### config.mk
export PLATFORM = sky130hd
export DESIGN_NAME = gear_event_recorder_flat
export DESIGN_NICKNAME = d
export VERILOG_FILES = /design/src/rtl/ger_pkg.sv /design/src/rtl/ger_in_if.sv /design/src/rtl/ger_out_if.sv /design/src/rtl/gear_event_recorder.sv /design/src/rtl/ger_log_mem.sv /design/src/rtl/ger_rec_fmt.sv /design/src/flat_wrapper.sv
export SDC_FILE = /design/constraint.sdc
export NUM_CORES = 1
export LEC_CHECK = 0
export BUFFER_PORTS_ARGS = -buffer_cell sky130_fd_sc_hd__buf_4
export CORE_MARGIN = 5
export CORE_UTILIZATION = 63
export CTS_CLUSTER_SIZE = 24
export DETAILED_ROUTE_END_ITERATION = 10
export PLACE_DENSITY_LB_ADDON = 0.25
export SYNTH_ARGS = -nofsm -noshare
export SYNTH_HDL_FRONTEND = slang
export SYNTH_SLANG_ARGS = --single-unit
### constraint.sdc
create_clock -name clk -period 9.55 [get_ports clk]
set_clock_uncertainty 0.05 [all_clocks]
set_input_delay 2.3875 -clock clk [delete_from_list [all_inputs] [get_ports clk]]
set_output_delay 2.3875 -clock clk [all_outputs]
set_load 0.05 [all_outputs]
### src/rtl/ger_pkg.sv
// shared constants, types and helpers for the gear event recorder
package ger_pkg;

  localparam int LOG_DEPTH    = 10;
  localparam int RECORD_BYTES = 12;
  localparam int REC_W        = RECORD_BYTES * 8;
  localparam int SLOT_W       = (LOG_DEPTH > 1) ? $clog2(LOG_DEPTH) : 1;
  localparam int COUNT_W      = $clog2(LOG_DEPTH + 1);
  localparam int IDX_W        = 4;
  localparam int SUM_W        = ((COUNT_W > IDX_W) ? COUNT_W : IDX_W) + 1;
  localparam int BYTE_W       = $clog2(RECORD_BYTES);
  localparam int GEAR_W       = 4;
  localparam int FUNC_W       = 3;
  localparam int STAT_W       = 2;
  localparam int ADC_W        = 10;
  localparam int SPEED_W      = 7;

  // speed = floor(adc * 10 / 103) as a reciprocal multiply, exact over the adc range
  localparam int            SPEED_MULT_W = 17;
  localparam int            SPEED_SHIFT  = 20;
  localparam int            SPEED_PROD_W = ADC_W + SPEED_MULT_W;
  localparam logic [16:0]   SPEED_MULT   = 17'd101810;
  // tens digit of a value below one hundred
  localparam logic [7:0]    TENS_MULT    = 8'd205;
  localparam int            TENS_SHIFT   = 11;

  localparam logic [7:0] ASCII_ZERO  = 8'd48;
  localparam logic [7:0] ASCII_COLON = 8'h3A;

  localparam logic [GEAR_W-1:0] GEAR_ON   = 4'd0;
  localparam logic [GEAR_W-1:0] GEAR_GN   = 4'd1;
  localparam logic [GEAR_W-1:0] GEAR_GR   = 4'd7;
  localparam logic [GEAR_W-1:0] GEAR_COLL = 4'd8;

  localparam logic [FUNC_W-1:0] FN_RECORD    = 3'd0;
  localparam logic [FUNC_W-1:0] FN_COLLISION = 3'd1;
  localparam logic [FUNC_W-1:0] FN_GEAR_UP   = 3'd2;
  localparam logic [FUNC_W-1:0] FN_GEAR_DOWN = 3'd3;
  localparam logic [FUNC_W-1:0] FN_READ      = 3'd4;
  localparam logic [FUNC_W-1:0] FN_CLEAR     = 3'd5;

  localparam logic [STAT_W-1:0] STAT_DONE  = 2'd0;
  localparam logic [STAT_W-1:0] STAT_BYTE  = 2'd1;
  localparam logic [STAT_W-1:0] STAT_RANGE = 2'd2;

  typedef enum logic [1:0] {
    S_IDLE,
    S_WRITE,
    S_REPLY,
    S_STREAM
  } state_t;

  typedef struct packed {
    logic                 we;
    logic [SLOT_W-1:0]    waddr;
    logic [REC_W-1:0]     wdata;
    logic                 re;
    logic [SLOT_W-1:0]    raddr;
  } mem_req_t;

  // two-character gear code, second selects the right-hand character
  function automatic logic [7:0] gear_char(input logic [GEAR_W-1:0] gear, input logic second);
    logic [7:0] c0;
    logic [7:0] c1;
    c0 = "C";
    c1 = "_";
    case (gear)
      4'd0:    begin c0 = "O"; c1 = "N"; end
      4'd1:    begin c0 = "G"; c1 = "N"; end
      4'd2:    begin c0 = "G"; c1 = "1"; end
      4'd3:    begin c0 = "G"; c1 = "2"; end
      4'd4:    begin c0 = "G"; c1 = "3"; end
      4'd5:    begin c0 = "G"; c1 = "4"; end
      4'd6:    begin c0 = "G"; c1 = "5"; end
      4'd7:    begin c0 = "G"; c1 = "R"; end
      default: begin c0 = "C"; c1 = "_"; end
    endcase
    return second ? c1 : c0;
  endfunction

endpackage

### src/rtl/ger_in_if.sv
// request channel of the gear event recorder
interface ger_in_if;
  logic                       valid;
  logic                       ready;
  logic [ger_pkg::FUNC_W-1:0] func;
  logic [7:0]                 rtc_hours;
  logic [7:0]                 rtc_minutes;
  logic [7:0]                 rtc_seconds;
  logic [ger_pkg::ADC_W-1:0]  speed_adc;
  logic [ger_pkg::IDX_W-1:0]  entry_index;

  modport source (
    output valid, func, rtc_hours, rtc_minutes, rtc_seconds, speed_adc, entry_index,
    input  ready
  );
  modport sink (
    input  valid, func, rtc_hours, rtc_minutes, rtc_seconds, speed_adc, entry_index,
    output ready
  );
endinterface

### src/rtl/ger_out_if.sv
// result channel of the gear event recorder
interface ger_out_if;
  logic                        valid;
  logic                        ready;
  logic [7:0]                  out_byte;
  logic                        last;
  logic [ger_pkg::STAT_W-1:0]  status;
  logic [ger_pkg::GEAR_W-1:0]  gear_code;
  logic [3:0]                  log_count;

  modport source (
    output valid, out_byte, last, status, gear_code, log_count,
    input  ready
  );
  modport sink (
    input  valid, out_byte, last, status, gear_code, log_count,
    output ready
  );
endinterface

### src/rtl/gear_event_recorder.sv
// top level of the gear event recorder: control, gear state and result register
//
// usage
//   req carries one request per handshake (valid and ready both high): a func code
//   plus the raw rtc hour, minute and second registers, a speed sample and an entry
//   index. res returns the results of each request, the final one marked by last.
//   record, collision, gear up and gear down store a twelve-byte ascii record
//   (hh:mm:ss, gear code, two speed digits) and answer with one done result.
//   read returns the twelve bytes of the chosen record, oldest first, or one
//   out-of-range result; clear empties the log and answers done.
// timing
//   a storing request goes through capture and speed multiply, memory write and
//   result load. a read fetches one row from the record memory, then sends one byte
//   per cycle from the registered row while res can take it; others just load.
//   req.ready is high only while no request is in flight.
// reset
//   rst (synchronous) returns the gear to ON, clears the collision flag and
//   empties the log; record memory contents are not cleared.
// back-pressure
//   results sit in a single output register; while res.ready is low that register
//   holds and the byte stream pauses. a new request may be taken while the last
//   result of the previous one still waits.
module gear_event_recorder (
  input  logic      clk,
  input  logic      rst,
  ger_in_if.sink    req,
  ger_out_if.source res
);

  ger_pkg::state_t                 state;
  ger_pkg::state_t                 state_next;

  logic [ger_pkg::GEAR_W-1:0]      gear_index;
  logic [ger_pkg::GEAR_W-1:0]      gear_next;
  logic                            collision_flag;
  logic                            collision_next;
  logic [ger_pkg::SLOT_W-1:0]      oldest_slot;
  logic [ger_pkg::COUNT_W-1:0]     record_count;
  logic [ger_pkg::BYTE_W-1:0]      byte_cnt;
  logic [ger_pkg::STAT_W-1:0]      reply_status;
  logic [ger_pkg::STAT_W-1:0]      reply_status_next;

  // result register
  logic                            out_valid;
  logic [7:0]                      out_byte;
  logic                            out_last;
  logic [ger_pkg::STAT_W-1:0]      out_status;
  logic [ger_pkg::GEAR_W-1:0]      out_gear;
  logic [3:0]                      out_count;

  // control decode
  logic                            accept;
  logic                            out_free;
  logic                            out_load;
  logic [7:0]                      load_byte;
  logic                            load_last;
  logic [ger_pkg::STAT_W-1:0]      load_status;
  logic                            gear_we;
  logic                            fmt_start;
  logic                            log_append;
  logic                            log_clear;
  logic                            byte_step;
  logic                            in_range;
  logic                            log_full;

  logic [ger_pkg::SUM_W-1:0]       rd_sum;
  logic [ger_pkg::SLOT_W-1:0]      rd_slot;
  logic [ger_pkg::SUM_W-1:0]       wr_sum;
  logic [ger_pkg::SLOT_W-1:0]      wr_slot;
  logic [ger_pkg::SLOT_W-1:0]      oldest_inc;

  logic [ger_pkg::REC_W-1:0]       record;
  logic [ger_pkg::REC_W-1:0]       rd_data;
  ger_pkg::mem_req_t               mreq;

  // requests are taken only while idle
  assign req.ready = (state == ger_pkg::S_IDLE);
  assign accept   = req.valid && req.ready;
  assign out_free = !out_valid || res.ready;
  assign log_full = (record_count == ger_pkg::COUNT_W'(ger_pkg::LOG_DEPTH));

  // read bound and row address; for an in-range read the sum stays below twice the depth
  assign in_range = ger_pkg::SUM_W'(req.entry_index) < ger_pkg::SUM_W'(record_count);
  assign rd_sum   = ger_pkg::SUM_W'(oldest_slot) + ger_pkg::SUM_W'(req.entry_index);
  assign rd_slot  = (rd_sum >= ger_pkg::SUM_W'(ger_pkg::LOG_DEPTH)) ?
                    ger_pkg::SLOT_W'(rd_sum - ger_pkg::SUM_W'(ger_pkg::LOG_DEPTH)) :
                    ger_pkg::SLOT_W'(rd_sum);

  // append slot: next free row, or the oldest row once the log is full
  assign wr_sum   = ger_pkg::SUM_W'(oldest_slot) + ger_pkg::SUM_W'(record_count);
  assign wr_slot  = log_full ? oldest_slot :
                    (wr_sum >= ger_pkg::SUM_W'(ger_pkg::LOG_DEPTH)) ?
                    ger_pkg::SLOT_W'(wr_sum - ger_pkg::SUM_W'(ger_pkg::LOG_DEPTH)) :
                    ger_pkg::SLOT_W'(wr_sum);
  assign oldest_inc = (oldest_slot == ger_pkg::SLOT_W'(ger_pkg::LOG_DEPTH - 1)) ?
                      '0 : oldest_slot + 1'b1;

  // gear transitions
  always_comb begin
    gear_next      = gear_index;
    collision_next = collision_flag;
    case (req.func)
      ger_pkg::FN_COLLISION: begin
        gear_next      = ger_pkg::GEAR_COLL;
        collision_next = 1'b1;
      end
      ger_pkg::FN_GEAR_UP: begin
        // out of a collision the climb starts from ON, so it lands on GN
        gear_next = collision_flag ? ger_pkg::GEAR_ON : gear_index;
        if (gear_next < ger_pkg::GEAR_GR) begin
          gear_next = gear_next + 1'b1;
        end
        collision_next = 1'b0;
      end
      ger_pkg::FN_GEAR_DOWN: begin
        gear_next = collision_flag ? ger_pkg::GEAR_GN : gear_index;
        if (gear_next > ger_pkg::GEAR_GN) begin
          gear_next = gear_next - 1'b1;
        end
        collision_next = 1'b0;
      end
      default: begin
        gear_next      = gear_index;
        collision_next = collision_flag;
      end
    endcase
  end

  // next state and control
  always_comb begin
    state_next        = state;
    reply_status_next = reply_status;
    gear_we           = 1'b0;
    fmt_start         = 1'b0;
    log_append        = 1'b0;
    log_clear         = 1'b0;
    byte_step         = 1'b0;
    out_load          = 1'b0;
    load_byte         = '0;
    load_last         = 1'b1;
    load_status       = reply_status;
    mreq              = '0;
    mreq.raddr        = rd_slot;
    mreq.waddr        = wr_slot;
    mreq.wdata        = record;
    case (state)
      ger_pkg::S_IDLE: begin
        if (accept) begin
          case (req.func) inside
            ger_pkg::FN_RECORD, ger_pkg::FN_COLLISION,
            ger_pkg::FN_GEAR_UP, ger_pkg::FN_GEAR_DOWN: begin
              gear_we    = 1'b1;
              fmt_start  = 1'b1;
              state_next = ger_pkg::S_WRITE;
            end
            ger_pkg::FN_READ: begin
              if (in_range) begin
                mreq.re    = 1'b1;
                state_next = ger_pkg::S_STREAM;
              end else begin
                reply_status_next = ger_pkg::STAT_RANGE;
                state_next        = ger_pkg::S_REPLY;
              end
            end
            ger_pkg::FN_CLEAR: begin
              log_clear         = 1'b1;
              reply_status_next = ger_pkg::STAT_DONE;
              state_next        = ger_pkg::S_REPLY;
            end
            default: begin
              // unused codes only acknowledge
              reply_status_next = ger_pkg::STAT_DONE;
              state_next        = ger_pkg::S_REPLY;
            end
          endcase
        end
      end
      ger_pkg::S_WRITE: begin
        mreq.we           = 1'b1;
        log_append        = 1'b1;
        reply_status_next = ger_pkg::STAT_DONE;
        state_next        = ger_pkg::S_REPLY;
      end
      ger_pkg::S_REPLY: begin
        if (out_free) begin
          out_load   = 1'b1;
          state_next = ger_pkg::S_IDLE;
        end
      end
      ger_pkg::S_STREAM: begin
        load_status = ger_pkg::STAT_BYTE;
        load_byte   = rd_data[byte_cnt*8 +: 8];
        load_last   = (byte_cnt == ger_pkg::BYTE_W'(ger_pkg::RECORD_BYTES - 1));
        if (out_free) begin
          out_load  = 1'b1;
          byte_step = 1'b1;
          if (load_last) begin
            state_next = ger_pkg::S_IDLE;
          end
        end
      end
      default: begin
        state_next = ger_pkg::S_IDLE;
      end
    endcase
  end

  always_ff @(posedge clk) begin
    if (rst) begin
      state <= ger_pkg::S_IDLE;
    end else begin
      state <= state_next;
    end
  end

  // gear, log pointers and stream position
  always_ff @(posedge clk) begin
    if (rst) begin
      gear_index     <= ger_pkg::GEAR_ON;
      collision_flag <= 1'b0;
      oldest_slot    <= '0;
      record_count   <= '0;
      byte_cnt       <= '0;
      reply_status   <= ger_pkg::STAT_DONE;
    end else begin
      reply_status <= reply_status_next;
      if (gear_we) begin
        gear_index     <= gear_next;
        collision_flag <= collision_next;
      end
      if (log_clear) begin
        oldest_slot  <= '0;
        record_count <= '0;
      end else if (log_append) begin
        if (log_full) begin
          oldest_slot <= oldest_inc;
        end else begin
          record_count <= record_count + 1'b1;
        end
      end
      if (byte_step) begin
        byte_cnt <= load_last ? '0 : byte_cnt + 1'b1;
      end
    end
  end

  // output register, parts the result side from the request side
  always_ff @(posedge clk) begin
    if (rst) begin
      out_valid <= 1'b0;
    end else if (out_load) begin
      out_valid <= 1'b1;
    end else if (res.ready) begin
      out_valid <= 1'b0;
    end
  end

  always_ff @(posedge clk) begin
    if (out_load) begin
      out_byte   <= load_byte;
      out_last   <= load_last;
      out_status <= load_status;
      out_gear   <= gear_index;
      out_count  <= record_count[3:0];
    end
  end

  assign res.valid     = out_valid;
  assign res.out_byte  = out_byte;
  assign res.last      = out_last;
  assign res.status    = out_status;
  assign res.gear_code = out_gear;
  assign res.log_count = out_count;

  ger_rec_fmt u_fmt (
    .clk       (clk),
    .start     (fmt_start),
    .hours     (req.rtc_hours),
    .minutes   (req.rtc_minutes),
    .seconds   (req.rtc_seconds),
    .speed_adc (req.speed_adc),
    .gear      (gear_next),
    .record    (record)
  );

  ger_log_mem u_mem (
    .clk     (clk),
    .mreq    (mreq),
    .rd_data (rd_data)
  );

  // the log never holds more records than it has rows
  a_count_bound: assert property (@(posedge clk) disable iff (rst)
    record_count <= ger_pkg::COUNT_W'(ger_pkg::LOG_DEPTH))
    else $error("record count beyond log depth");

  // oldest pointer stays on a real row
  a_oldest_bound: assert property (@(posedge clk) disable iff (rst)
    oldest_slot <= ger_pkg::SLOT_W'(ger_pkg::LOG_DEPTH - 1))
    else $error("oldest slot beyond log depth");

  // a pending collision always shows as the collision gear
  a_collision_gear: assert property (@(posedge clk) disable iff (rst)
    collision_flag |-> (gear_index == ger_pkg::GEAR_COLL))
    else $error("collision flag without collision gear");

  // an in-range read goes straight to streaming from the first byte
  a_read_stream: assert property (@(posedge clk) disable iff (rst)
    (accept && (req.func == ger_pkg::FN_READ) && in_range) |=>
      (state == ger_pkg::S_STREAM) && (byte_cnt == '0))
    else $error("read did not start a byte stream");

  // a full log keeps its count when a record is appended
  a_full_append: assert property (@(posedge clk) disable iff (rst)
    (log_append && log_full) |=> log_full)
    else $error("append to full log changed the count");

endmodule

### src/rtl/ger_log_mem.sv
// record memory, one record per row, registered read
module ger_log_mem (
  input  logic                        clk,
  input  ger_pkg::mem_req_t           mreq,
  output logic [ger_pkg::REC_W-1:0]   rd_data
);

  logic [ger_pkg::REC_W-1:0] mem [ger_pkg::LOG_DEPTH];

  always_ff @(posedge clk) begin
    if (mreq.we) begin
      mem[mreq.waddr] <= mreq.wdata;
    end
  end

  always_ff @(posedge clk) begin
    if (mreq.re) begin
      rd_data <= mem[mreq.raddr];
    end
  end

endmodule

### src/rtl/ger_rec_fmt.sv
// captures an event and builds its ascii record
module ger_rec_fmt (
  input  logic                        clk,
  input  logic                        start,
  input  logic [7:0]                  hours,
  input  logic [7:0]                  minutes,
  input  logic [7:0]                  seconds,
  input  logic [ger_pkg::ADC_W-1:0]   speed_adc,
  input  logic [ger_pkg::GEAR_W-1:0]  gear,
  output logic [ger_pkg::REC_W-1:0]   record
);

  logic [ger_pkg::SPEED_PROD_W-1:0] speed_prod;
  logic [ger_pkg::SPEED_W-1:0]      speed;
  logic [7:0]                       hours_q;
  logic [7:0]                       minutes_q;
  logic [7:0]                       seconds_q;
  logic [ger_pkg::GEAR_W-1:0]       gear_q;
  logic [14:0]                      tens_prod;
  logic [3:0]                       tens;
  logic [ger_pkg::SPEED_W-1:0]      ones_full;
  logic [1:0]                       hour_tens;

  assign speed_prod = ger_pkg::SPEED_PROD_W'(speed_adc) *
                      ger_pkg::SPEED_PROD_W'(ger_pkg::SPEED_MULT);

  always_ff @(posedge clk) begin
    if (start) begin
      speed     <= speed_prod[ger_pkg::SPEED_SHIFT +: ger_pkg::SPEED_W];
      hours_q   <= hours;
      minutes_q <= minutes;
      seconds_q <= seconds;
      gear_q    <= gear;
    end
  end

  // split speed into two decimal digits
  assign tens_prod = 15'(speed) * 15'(ger_pkg::TENS_MULT);
  assign tens      = tens_prod[ger_pkg::TENS_SHIFT +: 4];
  assign ones_full = speed - ({3'd0, tens} << 3) - ({3'd0, tens} << 1);

  // 12-hour mode keeps only one tens bit
  assign hour_tens = hours_q[6] ? {1'b0, hours_q[4]} : hours_q[5:4];

  always_comb begin
    record          = '0;
    record[0*8 +: 8]  = ger_pkg::ASCII_ZERO + {6'd0, hour_tens};
    record[1*8 +: 8]  = ger_pkg::ASCII_ZERO + {4'd0, hours_q[3:0]};
    record[2*8 +: 8]  = ger_pkg::ASCII_COLON;
    record[3*8 +: 8]  = ger_pkg::ASCII_ZERO + {4'd0, minutes_q[7:4]};
    record[4*8 +: 8]  = ger_pkg::ASCII_ZERO + {4'd0, minutes_q[3:0]};
    record[5*8 +: 8]  = ger_pkg::ASCII_COLON;
    record[6*8 +: 8]  = ger_pkg::ASCII_ZERO + {4'd0, seconds_q[7:4]};
    record[7*8 +: 8]  = ger_pkg::ASCII_ZERO + {4'd0, seconds_q[3:0]};
    record[8*8 +: 8]  = ger_pkg::gear_char(gear_q, 1'b0);
    record[9*8 +: 8]  = ger_pkg::gear_char(gear_q, 1'b1);
    record[10*8 +: 8] = ger_pkg::ASCII_ZERO + {4'd0, tens};
    record[11*8 +: 8] = ger_pkg::ASCII_ZERO + {4'd0, ones_full[3:0]};
  end

endmodule
### src/flat_wrapper.sv
// flat-port wrapper written by rule: the top's interface ports become plain ports
module gear_event_recorder_flat 
  (clk, rst, req_valid, req_func, req_rtc_hours, req_rtc_minutes, req_rtc_seconds, req_speed_adc, req_entry_index, req_ready, res_valid, res_out_byte, res_last, res_status, res_gear_code, res_log_count, res_ready);
  ger_in_if req_i ();
  ger_out_if res_i ();
  input  logic clk;
  input  logic rst;
  input wire logic [$bits(req_i.valid)-1:0] req_valid;
  input wire logic [$bits(req_i.func)-1:0] req_func;
  input wire logic [$bits(req_i.rtc_hours)-1:0] req_rtc_hours;
  input wire logic [$bits(req_i.rtc_minutes)-1:0] req_rtc_minutes;
  input wire logic [$bits(req_i.rtc_seconds)-1:0] req_rtc_seconds;
  input wire logic [$bits(req_i.speed_adc)-1:0] req_speed_adc;
  input wire logic [$bits(req_i.entry_index)-1:0] req_entry_index;
  output wire logic [$bits(req_i.ready)-1:0] req_ready;
  output wire logic [$bits(res_i.valid)-1:0] res_valid;
  output wire logic [$bits(res_i.out_byte)-1:0] res_out_byte;
  output wire logic [$bits(res_i.last)-1:0] res_last;
  output wire logic [$bits(res_i.status)-1:0] res_status;
  output wire logic [$bits(res_i.gear_code)-1:0] res_gear_code;
  output wire logic [$bits(res_i.log_count)-1:0] res_log_count;
  input wire logic [$bits(res_i.ready)-1:0] res_ready;
  assign req_i.valid = req_valid;
  assign req_i.func = req_func;
  assign req_i.rtc_hours = req_rtc_hours;
  assign req_i.rtc_minutes = req_rtc_minutes;
  assign req_i.rtc_seconds = req_rtc_seconds;
  assign req_i.speed_adc = req_speed_adc;
  assign req_i.entry_index = req_entry_index;
  assign req_ready = req_i.ready;
  assign res_valid = res_i.valid;
  assign res_out_byte = res_i.out_byte;
  assign res_last = res_i.last;
  assign res_status = res_i.status;
  assign res_gear_code = res_i.gear_code;
  assign res_log_count = res_i.log_count;
  assign res_i.ready = res_ready;
  gear_event_recorder u_core (.clk(clk), .rst(rst), .req(req_i), .res(res_i));
endmodule
* Word-level counts from Yosys, hierarchy flattened
Memories as Yosys holds them, arrays and structs flattened. A register that Yosys moved wholly into a read port is not among the register bits. Cells that the tools add are included.
Word-level totals: flip-flop bits (word level) 171, RAM bits 720, memory bits (read-only) 128, input port bits 45, output and inout port bits 21, memories 3
Memory list:
- u_core.u_mem.mem | depth 10, bits a word 72, rd ports 1, clocked after Yosys merged registers in 1, write ports 1, RTL line ger_log_mem.sv:8 | logic [ger_pkg::REC_W-1:0] mem [ger_pkg::LOG_DEPTH];
- (no name shown) | depth 8, bits a word 8, rd ports 1, clocked after Yosys merged registers in 1, write ports 0, RTL line ger_pkg.sv:67 | case (gear)
- (no name shown) | depth 8, bits a word 8, rd ports 1, clocked after Yosys merged registers in 1, write ports 0, RTL line ger_pkg.sv:67
Operators by class: add/sub/neg operators 19, $mul 2, order comparisons 5, eq/ne operators 17, shifts and indexed selects 1, multiplexer cells 51, bitwise gates (word level) 1, reductions and logical operators 17
Operators with widths (count):
- indexed part select 96 x 8 -> 8 bit | 1
- adder 6 x 4 -> 7 bit, first input constant | 7
- two-way mux 4 bit | 9
- multiplier 10 x 16 -> 26 bit, second input constant | 1
- two-way mux 1 bit | 23
- two-way mux 2 bit | 11
- adder 4 x 1 -> 4 bit, second input constant | 4
- two-way mux 16 bit | 1
- multiplier 7 x 8 -> 15 bit, second input constant | 1
- == test 4 bit, second input constant | 3
- case mux 4 bit (3 select lines) | 1
- adder 4 x 4 -> 5 bit | 2
- greater-or-equal comparator 5 x 4 -> 1 bit, second input constant | 2
- two-way mux 8 bit | 1
- case mux 2 bit (4 select lines) | 1
- AND reduction 4 bit | 2
- subtractor 4 bit | 2
- subtractor 4 bit, second input constant | 2
- adder 6 x 2 -> 7 bit, first input constant | 1
- == test 3 x 2 -> 1 bit, second input constant | 2
- == test 3 bit, second input constant | 2
- two-way mux 3 bit | 2
- inequality test 2 x 1 -> 1 bit, second input constant | 3
- AND reduction 2 bit | 3
- 20 further kinds | 26

* Depth between registers and ports, before layout
Gate-level depths: netlist of run 1.
word-level depth 7, gate-level depth with buffers 19, gate-level depth less buffers 19

* Modules after synthesis
Synthesis of run 1 repeated with hierarchy kept, for this count alone.
Unflattened totals: cell total of the unflattened synthesis 2886, area total of the unflattened synthesis 49108.3 um^2
Modules (own cells, without submodules):
- ger_log_mem | times used 1, cells an instance 2057, area each 40577.7 um^2
- ger_rec_fmt | times used 1, cells an instance 508, area each 5290.1 um^2
- gear_event_recorder | times used 1, cells an instance 321, area each 3240.6 um^2

* Least setup slack after synthesis of run 1
OpenSTA, ideal clock, no wires.
path type register -> register, start point register u_core.record_count[0] (netlist bit), end point memory u_core.u_mem.mem[2][0] (netlist bit), enable pin, library setup time 532 ps, arrival time 6025 ps, setup slack 2943 ps, cell stages (with the launch flop) 11, path buffers 0, path through dfxtp_1 -> ha_1 -> fa_1 -> xnor2_1 -> ha_1 -> inv_1 -> a31oi_1 -> o21ai_0 -> mux2i_1 -> mux2_2 -> nor4_1
Between the ends: cells in the longest elaborated chain, start to end 4, elaborated cells between the ends (all ways) 6
RTL lines:
- from (decl) | RTL line gear_event_recorder.sv:38 | logic [ger_pkg::COUNT_W-1:0] record_count;
- from (signal assigned) | RTL line gear_event_recorder.sv:238 | record_count <= record_count + 1'b1;
- adder 4 x 4 -> 5 bit | RTL line gear_event_recorder.sv:90 | assign wr_sum = ger_pkg::SUM_W'(oldest_slot) + ger_pkg::SUM_W'(record_count);
- subtractor 4 bit / greater-or-equal comparator 5 x 4 -> 1 bit (equally long branches) | RTL line gear_event_recorder.sv:93, gear_event_recorder.sv:92
- two-way mux 4 bit | RTL line gear_event_recorder.sv:92 | (wr_sum >= ger_pkg::SUM_W'(ger_pkg::LOG_DEPTH)) ?
- two-way mux 4 bit * | RTL line gear_event_recorder.sv:91 | assign wr_slot = log_full ? oldest_slot :
- to (decl) | RTL line ger_log_mem.sv:8
Every way passes the cells marked *; elsewhere a longest branch is shown, timed or not.

* Worst setup path in the final report of run 1
start point input port req_entry_index[0], end point register u_core.u_mem.rd_data[35] (netlist bit), read port of u_core.u_mem.mem, data pin
Between the ends: cells in the longest elaborated chain, start to end 6, elaborated cells between the ends (all ways) 10
RTL lines:
- from (decl) | RTL line flat_wrapper.sv:14 | input wire logic [$bits(req_i.entry_index)-1:0] req_entry_index;
- parallel branches: the longest is 6 deep, another holds adder 4 x 4 -> 5 bit
- to (decl) | RTL line ger_log_mem.sv:5 | output logic [ger_pkg::REC_W-1:0] rd_data
Parallel ways; which one is timed is not known. A chain may end at the register's enable or synchronous reset.

==> flow_summary.ini, run 1 <==
[cts]
post-cts-setup-buffer-count = 0
ctsHoldBuffers = 0
worstSkewPairLatency_ns = 0.60
clock-sinks = 510
cts-root-buf = clkbuf_16
clk_pin_slew_worst_paths_ns = 0.06
cts_tree = done
cts_resized = 0
htree_levels = 2
cts_inserted_buffers = 51
max-clock-path-buffers = 3

[finish]
multi_input_area_um2 = 8100
final_util = 0.707
seq_area_um2 = 15000
final_common_cell = edfxtp_1
fillers = 2434
layout-drive-gt1-share = 0.138
final_cell_mix = edfxtp_1 (481), a211oi_1 (166), ha_1 (133)
area_growth_syn_to_layout_pct = 11.3
diodes = 0
final_nets = 1986

[floorplan]
io_pins = 66
chipWidth_um = 204
dieArea_um2 = 41800
num_rows = 71
dieHeight_um = 204
start_util = 0.635
core_um2 = 37500

[setup_path]
crit_path_start_kind = primary input
worstSetupPathType = primary input to register
cp_max_fo = 85
r2r_start = u_core.oldest_slot[0]
cp.required_ns = 9.85
crit_path_end_kind = register
startpoint = req_entry_index[0]
arrival_ns = 7.37

[routing]
postRouteWirelength_um = 53500
drc_errors = 0
ant_nets = 0
drt-initial-drc-count = 1371
dr.pass1.iters = 6
viasPerCell = 6.42
wire_per_inst_um = 23.1
vias = 14900

[timing]
setup_tns_ns = 0
hold_viol = 0
fmax_mhz = 141
worst_slew_pin_slew_ns = 1.21
rsz0062_at_grt = no
setup_viol = 0
final-max-slew-violation-count = 0
fin_crit_ns = 7.08
maxSlewHeadroom = 0.190
timing.final.crit_share = 0.741

[status]
status = complete, no violations

[min_path]
min_from = u_core.reply_status[1]
min_path_type = register to register

[global_route]
grt_pass1_vias = 14900
grt_max_degree = 94
antenna_found_initial = 0
grt_pass1_wl_um = 82700
overflow = 0
grt_use_total = 0.257

[place]
dp_hpwl_um = 30000
place.gp.congestion = 0.834
port_buffers = 63

[synthesis]
yosysWarnings = 0
synthCells = 1718
async_flop_share = 0
syn_avg_cell_area_um2 = 13.9
synth-seq-cells = 510
yosysUniqueCellTypes = 62
synth_nets = 1944
ys_seq_area_frac = 0.631
synth_flop_cell = edfxtp_1
synth_edf_count = 481
syn-cell-area_um2 = 23800

[flow_run]
max-cap-violations = 0

[power]
p_leak_nw = 9.75
ir_worst_vdd_mv = 0.366
p_per_area_nw_per_um2 = 233
[synthesized netlist by cell type, drive strengths merged (5+ instances only)]
cell type	count	area, um2
a211oi	166	1250
a21o	14	105
a21oi	46	230
a31o	39	342
a31oi	5	31.3
and2	6	37.5
and3	121	762
buf	15	88.8
clkbuf	87	328
dfxtp	29	581
edfxtp	481	14400
fa	47	941
ha	134	1680
inv	101	379
mux2i	18	180
nand2	31	116
nand2b	7	43.8
nand3	46	230
nor2	53	199
nor2b	54	338
nor3	19	95.1
nor3b	8	60.1
nor4	43	269
o211ai	7	52.6
o21ai	54	270
or2	11	68.8
xnor2	16	140
xor2	9	78.8
[cell type report]
cell class	count	area share
clock inverters	32	0.0104
multi-input cells	1005	0.306
clock buffers	64	0.0527
flip-flops and latches	510	0.567
inverters	101	0.0143
well taps	511	0.0241
repair buffers	91	0.0258
[metrics by stage]
| step | instance area (um2) | std cells | hold WS (ns) | power, mW | setup slack (ns) |
|---|---|---|---|---|---|
| final | 26500 | 2314 | 0.456 | 6.16 | 2.47 |
| after global routing | 26500 | 2314 | 0.475 | 6.49 | 2.25 |
| after CTS | 26500 | 2314 | 0.458 | 6.20 | 2.56 |
| after detailed placement | 24800 | 2218 | 0.446 | 4.24 | 1.95 |
| after global placement | 24800 | 2218 | 0.414 | 4.18 | 2.09 |
| after floorplan | 23800 | 1718 | 0.356 | 3.86 | 2.94 |
[cells by family after synthesis]
logic type	count (synthesis)	synth area share
buf+inv	203	0.0334
other cells	1	0.000158
compound gates	358	0.105
mux	24	0.0114
xor+xnor	26	0.0101
simple gates	415	0.0986
flops	510	0.631
fa+ha+maj	181	0.110
[layer usage]
metal  global-route usage  share of wire
met1                0.353           0.40
met2                0.427           0.49
met3               0.0401          0.083
met4               0.0818          0.028
met5                    0              0
[flip-flops by register name, summed over array words and instances, names as in the netlist, named ones only]
register                flops
u_core.res.last             1
u_core.gear_index           4
u_core.u_mem.mem          390
u_core.res.gear_code        4
u_core.u_fmt.gear_q         4
u_core.u_fmt.hours_q        7
u_core.u_fmt.minutes_q      8
u_core.res.valid            1
u_core.res.log_count        4
u_core.state                2
u_core.record_count         4
u_core.reply_status         1
u_core.u_fmt.speed          7
u_core.u_mem.rd_data       39
u_core.res.out_byte         7
u_core.byte_cnt             4
u_core.collision_flag       1
u_core.res.status           2
u_core.oldest_slot          4
u_core.u_fmt.seconds_q      8
[critical path, cell delays in order]
cell	delay [ns]
buf_4	0.13
ha_4	0.16
fa_1	0.61
inv_1	0.17
ha_1	0.29
o21a_1	0.14
o211ai_1	0.48
nand3_4	0.73
nand2_4	1.09
buf_4	0.51
a211oi_1	0.15
nor4_1	0.48
[worst paths after layout]
check,to,slack [ns],cells after the start
setup / recovery,u_core.u_mem.rd_data[35],2.47,12
hold / removal,u_core.reply_status[1],0.46,2
setup reg to reg,u_core.u_mem.rd_data[35],3.95,11
hold reg to reg,u_core.reply_status[1],0.46,2
[where the power goes]
| group | total [mW] | switching (mW) | internal, mW | leakage (nW) |
|---|---|---|---|---|
| Clock | 1.97 | 0.824 | 1.15 | 0.814 |
| Combinational | 1.36 | 0.858 | 0.500 | 4.35 |
| Sequential | 2.84 | 0.0346 | 2.80 | 4.58 |
No activity file was read; power rests on OpenSTA's default activity.
==> run 2: changes to the inputs <==
==> constraint.sdc (replaced) <==
create_clock -name clk -period 6.9 [get_ports clk]
set_clock_uncertainty 0.05 [all_clocks]
set_input_delay 1.725 -clock clk [delete_from_list [all_inputs] [get_ports clk]]
set_output_delay 1.725 -clock clk [all_outputs]
set_load 0.05 [all_outputs]
==> run 2 against run 1 <==
Clock power is 41% higher; setup slack worse by 1.3 ns; hold slack worse by 0.0026 ns; combinational power is 42% higher; largest power group unchanged; sequential cell count stayed put; first-iteration DRC count is 4.5% lower; critical endpoint is now u_core.u_fmt.speed[5]; power is 40% higher; largest cell class unchanged; final cell count hardly changed; critical path depth is 5 higher; critical path type unchanged.
==> flow_summary.ini, run 2 (synthesis results as in run 1) <==
[setup_path]
crit_family = adder cells
crit_path_end_kind = register
crit_chain = buf_4, ha_1, inv_1, fa_1, inv_1, fa_1, inv_1, fa_1, fa_1, ha_1, nand2_1, o21ai_0, o211ai_1, a211oi_1, o21ai_0, nor2b_1, xnor2_1
crit_top_cell = fa_1
slowest_stage = fa_1
worstSetupPathType = primary input to register
cp_max_fo = 5
cpPeakStageDelay_ns = 0.56
ff2ff_path_depth = 13
r2r_start = u_core.u_fmt.speed[4]
startpoint = req_speed_adc[3]
cp.depth = 17
crit_path_start_kind = primary input
cp.required_ns = 7.17
crit_buf_inv = 4
arrival_ns = 6.02
r2r_setup_slack_ns = 1.87

[cts]
htree_levels = 2
max-clock-path-buffers = 3
cts_tree = done
clock-sinks = 510
ctsHoldBuffers = 0
cts-root-buf = clkbuf_16
worstSkewPairLatency_ns = 0.58
post-cts-setup-buffer-count = 0
cts_resized = 0
cts_inserted_buffers = 50
clk_pin_slew_worst_paths_ns = 0.06

[finish]
diodes = 0
fillers = 2438
largest_reg_flops = 390
layout-drive-gt1-share = 0.135
final_cell_mix = edfxtp_1 (481), a211oi_1 (166), ha_1 (133)
final_nets = 1986
area_growth_syn_to_layout_pct = 11.6
regMostFlops = u_core.u_mem.mem
largestRegisters = u_core.u_mem.mem (390), u_core.u_mem.rd_data (39)
final_common_cell = edfxtp_1

[global_route]
grt_pass1_wl_um = 82400
grtUsageMet1 = 0.350
grt_max_degree = 157
grt_util_met3 = 0.0357
grt_use_met2 = 0.427
antenna_found_initial = 0
grt_use_total = 0.254
overflow = 0
top_usage_layer = met2
grt_pass1_vias = 14600

[timing]
timing.final.crit_share = 0.833
hold_viol = 0
setup_slack_ns = 1.15
rsz0062_at_grt = no
maxSlewHeadroom = 0.222
setup_tns_ns = 0
final-max-slew-violation-count = 0
fin_crit_ns = 5.75
fmax_mhz = 174
setup_viol = 0
worst_slew_pin_slew_ns = 1.17

[place]
dp_hpwl_um = 29600
place.gp.congestion = 0.873
port_buffers = 63
pre_cts_ws_ns = 0.564

[routing]
dr.pass1.iters = 5
viasPerCell = 6.36
ant_nets = 0
drc_errors = 0
wire_per_inst_um = 22.9
postRouteWirelength_um = 53000
drt-initial-drc-count = 1309
vias = 14700

[power]
power_frac_seq = 0.455
p_per_area_nw_per_um2 = 325
ir_worst_vdd_mv = 0.660
p_leak_nw = 9.78
internal_power_mw = 6.23
swShare = 0.278
pwr-share-clk = 0.322
combPwrFrac = 0.223
switchingPower_mw = 2.40

[min_path]
min_from = u_core.reply_status[1]
hold_path_depth = 2
min_path_type = register to register

[status]
status = complete, no violations

[floorplan]
num_rows = 71
core_um2 = 37500
io_pins = 66
start_util = 0.635
chipWidth_um = 204
dieArea_um2 = 41800
dieHeight_um = 204

[flow_run]
max-cap-violations = 0
[run 2: path summary, 6_finish.rpt]
path                              to
max            u_core.u_fmt.speed[5]
min reg2reg   u_core.reply_status[1]
min           u_core.reply_status[1]
max reg2reg  u_core.u_mem.mem[6][67]
[run 2: metrics by stage]
stage | cells | power (mW) | hold slack (ns) | instance area (um2) | utilization
2_1_floorplan | 1718 | 5.35 | 0.356 | 23800 | -
3_3_place_gp | 2219 | 5.79 | 0.416 | 24900 | 0.664
3_5_place_dp | 2219 | 5.91 | 0.446 | 24900 | 0.664
4_1_cts | 2312 | 8.68 | 0.460 | 26600 | 0.708
5_1_grt | 2312 | 9.10 | 0.486 | 26600 | 0.708
6_report | 2312 | 8.63 | 0.454 | 26600 | 0.708
[run 2: tightest hold or removal path, cell delays in order, from the launching register on]
cell	delay (ns)
dfxtp_1	0.32
mux2i_1	0.07
nor2_1	0.08
[run 2: layout make-up]
class	count	area, um2	area share
flip-flops and latches	510	15000	0.566
inverters	101	379	0.0143
clock buffers	64	1310	0.0495
clock inverters	29	363	0.0137
repair buffers	92	741	0.0279
multi-input cells	1005	8100	0.305
well taps	511	639	0.0241
[run 2: power by group through the flow]
stage / clock network (mW) / logic, mW / registers [mW]
2_1_floorplan: 0 / 1.36 / 3.98
3_3_place_gp: 0 / 1.80 / 3.99
3_5_place_dp: 0 / 1.92 / 3.99
4_1_cts: 2.81 / 1.94 / 3.93
5_1_grt: 2.95 / 2.22 / 3.93
6_report: 2.78 / 1.93 / 3.93
[run 2: per-layer routing]
layer  vias to the layer above  routed length (um)
li1                       6676                   -
met1                      7303               21300
met2                       615               26500
met3                       113                3860
met4                         0                1360
met5                         -                   0
==> run 3: changes to the inputs <==
--- a/config.mk
+++ b/config.mk
@@ -7,7 +7,7 @@
 export LEC_CHECK = 0
 export BUFFER_PORTS_ARGS = -buffer_cell sky130_fd_sc_hd__buf_4
 export CORE_MARGIN = 5
-export CORE_UTILIZATION = 63
+export CORE_UTILIZATION = 57
 export CTS_CLUSTER_SIZE = 24
 export DETAILED_ROUTE_END_ITERATION = 10
 export PLACE_DENSITY_LB_ADDON = 0.25
==> constraint.sdc (replaced) <==
create_clock -name clk -period 4.7 [get_ports clk]
set_clock_uncertainty 0.05 [all_clocks]
set_input_delay 1.175 -clock clk [delete_from_list [all_inputs] [get_ports clk]]
set_output_delay 1.175 -clock clk [all_outputs]
set_load 0.05 [all_outputs]
==> run 3 against run 2 <==
The run now ends with negative setup slack left; first-iteration DRC count is 17% higher; final cell count is 3.6% higher; non-clock buffer count is 62 higher; utilization is 3.4 points lower; sequential power is 47% higher; largest power group unchanged; design area is 4.4% higher; critical endpoint is now u_core.u_fmt.speed[2]; sequential share of layout area is 2.4 points lower; die area is 10% higher; combinational power is 81% higher; power is 55% higher.
==> flow_summary.ini, run 3 (synthesis results as in run 1) <==
[setup_path]
crit_chain = buf_6, ha_4, inv_2, fa_1, inv_2, fa_1, inv_2, fa_1, fa_2, ha_4, nand2_4, nor3_4, o211ai_1, buf_4, buf_6, a21oi_4, or2_4, a21oi_2, xnor2_1
crit_path_start_kind = primary input
crit_family = adder cells
cpPeakStageDelay_ns = 0.61
arrival_ns = 5.08
slowest_stage = fa_2
crit_buf_inv = 6
cp.required_ns = 4.97
crit_path_end_kind = register
worstSetupPathType = primary input to register
cp_max_fo = 5

[finish]
seq_area_um2 = 15000
area_growth_syn_to_layout_pct = 16.6
largest_reg_flops = 390
final_nets = 2049
layout-drive-gt1-share = 0.191
largestRegisters = u_core.u_mem.mem (390), u_core.u_mem.rd_data (39)
diodes = 0
regMostFlops = u_core.u_mem.mem
fillers = 2799
multi_input_area_um2 = 8470
final_common_cell = edfxtp_1
final_cell_mix = edfxtp_1 (481), a211oi_1 (164), buf_4 (126)

[routing]
drc_errors = 0
wire_per_inst_um = 23.9
dr.pass1.iters = 5
highest_layer = met4
met1Wirelength_um = 22900
viasPerCell = 6.29
vias = 15100
drt-initial-drc-count = 1529
met2_length_um = 28700
met3_length_um = 4240
postRouteWirelength_um = 57400
ant_nets = 0

[timing]
timing.final.crit_share = 1.02
hold_slack_ns = 0.472
setup_slack_ns = -0.107
setup_viol = 6
rsz0062_at_grt = yes
maxSlewHeadroom = 0.244
hold_viol = 0
final-max-slew-violation-count = 0
fmax_mhz = 208
fin_crit_ns = 4.81
worst_slew_pin_slew_ns = 1.13

[place]
pre_cts_ws_ns = -0.784
dp_hpwl_um = 32300
place.gp.congestion = 0.878
port_buffers = 63

[flow_run]
max-cap-violations = 0

[global_route]
grt_pass1_wl_um = 88600
grt_max_degree = 71
overflow = 0
antenna_found_initial = 0
grt_use_total = 0.246
grt_pass1_vias = 15400

[status]
status = complete, but fails checks
violations = negative setup slack

[power]
p_leak_nw = 10.2
switchingPower_mw = 3.82
internal_power_mw = 9.58
swShare = 0.285
p_per_area_nw_per_um2 = 483
power_frac_seq = 0.429
pwr-share-clk = 0.309
combPwrFrac = 0.261
ir_worst_vdd_mv = 0.713

[cts]
cts-root-buf = clkbuf_16
htree_levels = 2
clock-sinks = 510
ctsHoldBuffers = 0
worstSkewPairLatency_ns = 0.59
clk_pin_slew_worst_paths_ns = 0.06
max-clock-path-buffers = 3
cts_tree = done
cts_inserted_buffers = 51

[floorplan]
start_util = 0.579
dieArea_um2 = 45900
io_pins = 66
core_um2 = 41100
chipWidth_um = 214
num_rows = 74
dieHeight_um = 214

[min_path]
min_path_type = register to register
run 3: changes by cell type in the layout (fill, tap and decap cells not counted), sizes merged:
cell,previous run,this run
clkbuf,64,66
inv,103,105
buf,92,154
clkinvlp,2,4
clkinv,17,14
bufinv,8,6
run 3: worst reg2reg max path, stage by stage (launching register included):
cell and delay, ns:
edfxtp_1 0.46, ha_1 0.38, fa_1 0.49, ha_1 0.29
inv_1 0.05, fa_1 0.50, inv_1 0.05, ha_1 0.19
a21o_1 0.17, a21oi_1 0.17, o211ai_1 0.14, o211ai_1 0.17
xnor2_2 0.17, ha_1 0.19, xor2_1 0.19, xnor3_2 0.48
run 3: final timing paths:
kind | start | cells past startpoint | endpoint | slack, ns
worst max-delay path | req_speed_adc[3] | 19 | u_core.u_fmt.speed[2] | -0.11
worst min-delay path | u_core.reply_status[1] | 2 | u_core.reply_status[1] | 0.47
worst max register to register | u_core.u_fmt.speed[4] | 15 | u_core.u_mem.mem[6][68] | 0.26
worst min register to register | u_core.reply_status[1] | 2 | u_core.reply_status[1] | 0.47
run 3: power groups by stage:
stage / combinational, mW / sequential (mW) / clock [mW]
2_1_floorplan: 2.07 / 5.85 / 0
3_3_place_gp: 2.97 / 5.85 / 0
3_5_place_dp: 3.13 / 5.86 / 0
4_1_cts: 3.25 / 5.76 / 4.20
5_1_grt: 3.96 / 5.77 / 4.40
6_report: 3.50 / 5.76 / 4.15
run 3: metrics by stage:
stage,setup TNS (ns),util,instance area (um2),std cells,power [mW]
global route,-0.962,0.675,27700,2396,14.1
floorplan,-101.00,-,24000,1718,7.91
CTS,-0.315,0.670,27600,2392,13.2
finish,-0.373,0.675,27700,2396,13.4
global placement,-4.17,0.626,25700,2296,8.82
detailed placement,-4.63,0.626,25700,2296,8.99
run 3: cell type report:
type / count / share of cell area
tap: 532 / 0.0240
sequential: 510 / 0.542
clock inverter: 28 / 0.0115
clock buffer: 66 / 0.0507
inverter: 101 / 0.0139
timing repair buffer: 154 / 0.0527
multi-input combinational: 1005 / 0.306
run 3: layer usage:
layer  GRT usage  vias to the layer above
met1       0.331                     7514
li1            -                     6806
met5           0                        -
met2       0.420                      640
met3      0.0354                      117
met4      0.0739                        0
run 3: repair_timing:
action	in CTS	in global routing
setup buffers	2	4
resized for setup	19	27
endpoints found under the setup margin	5	27
cloned	0	0
pin swaps	24	27
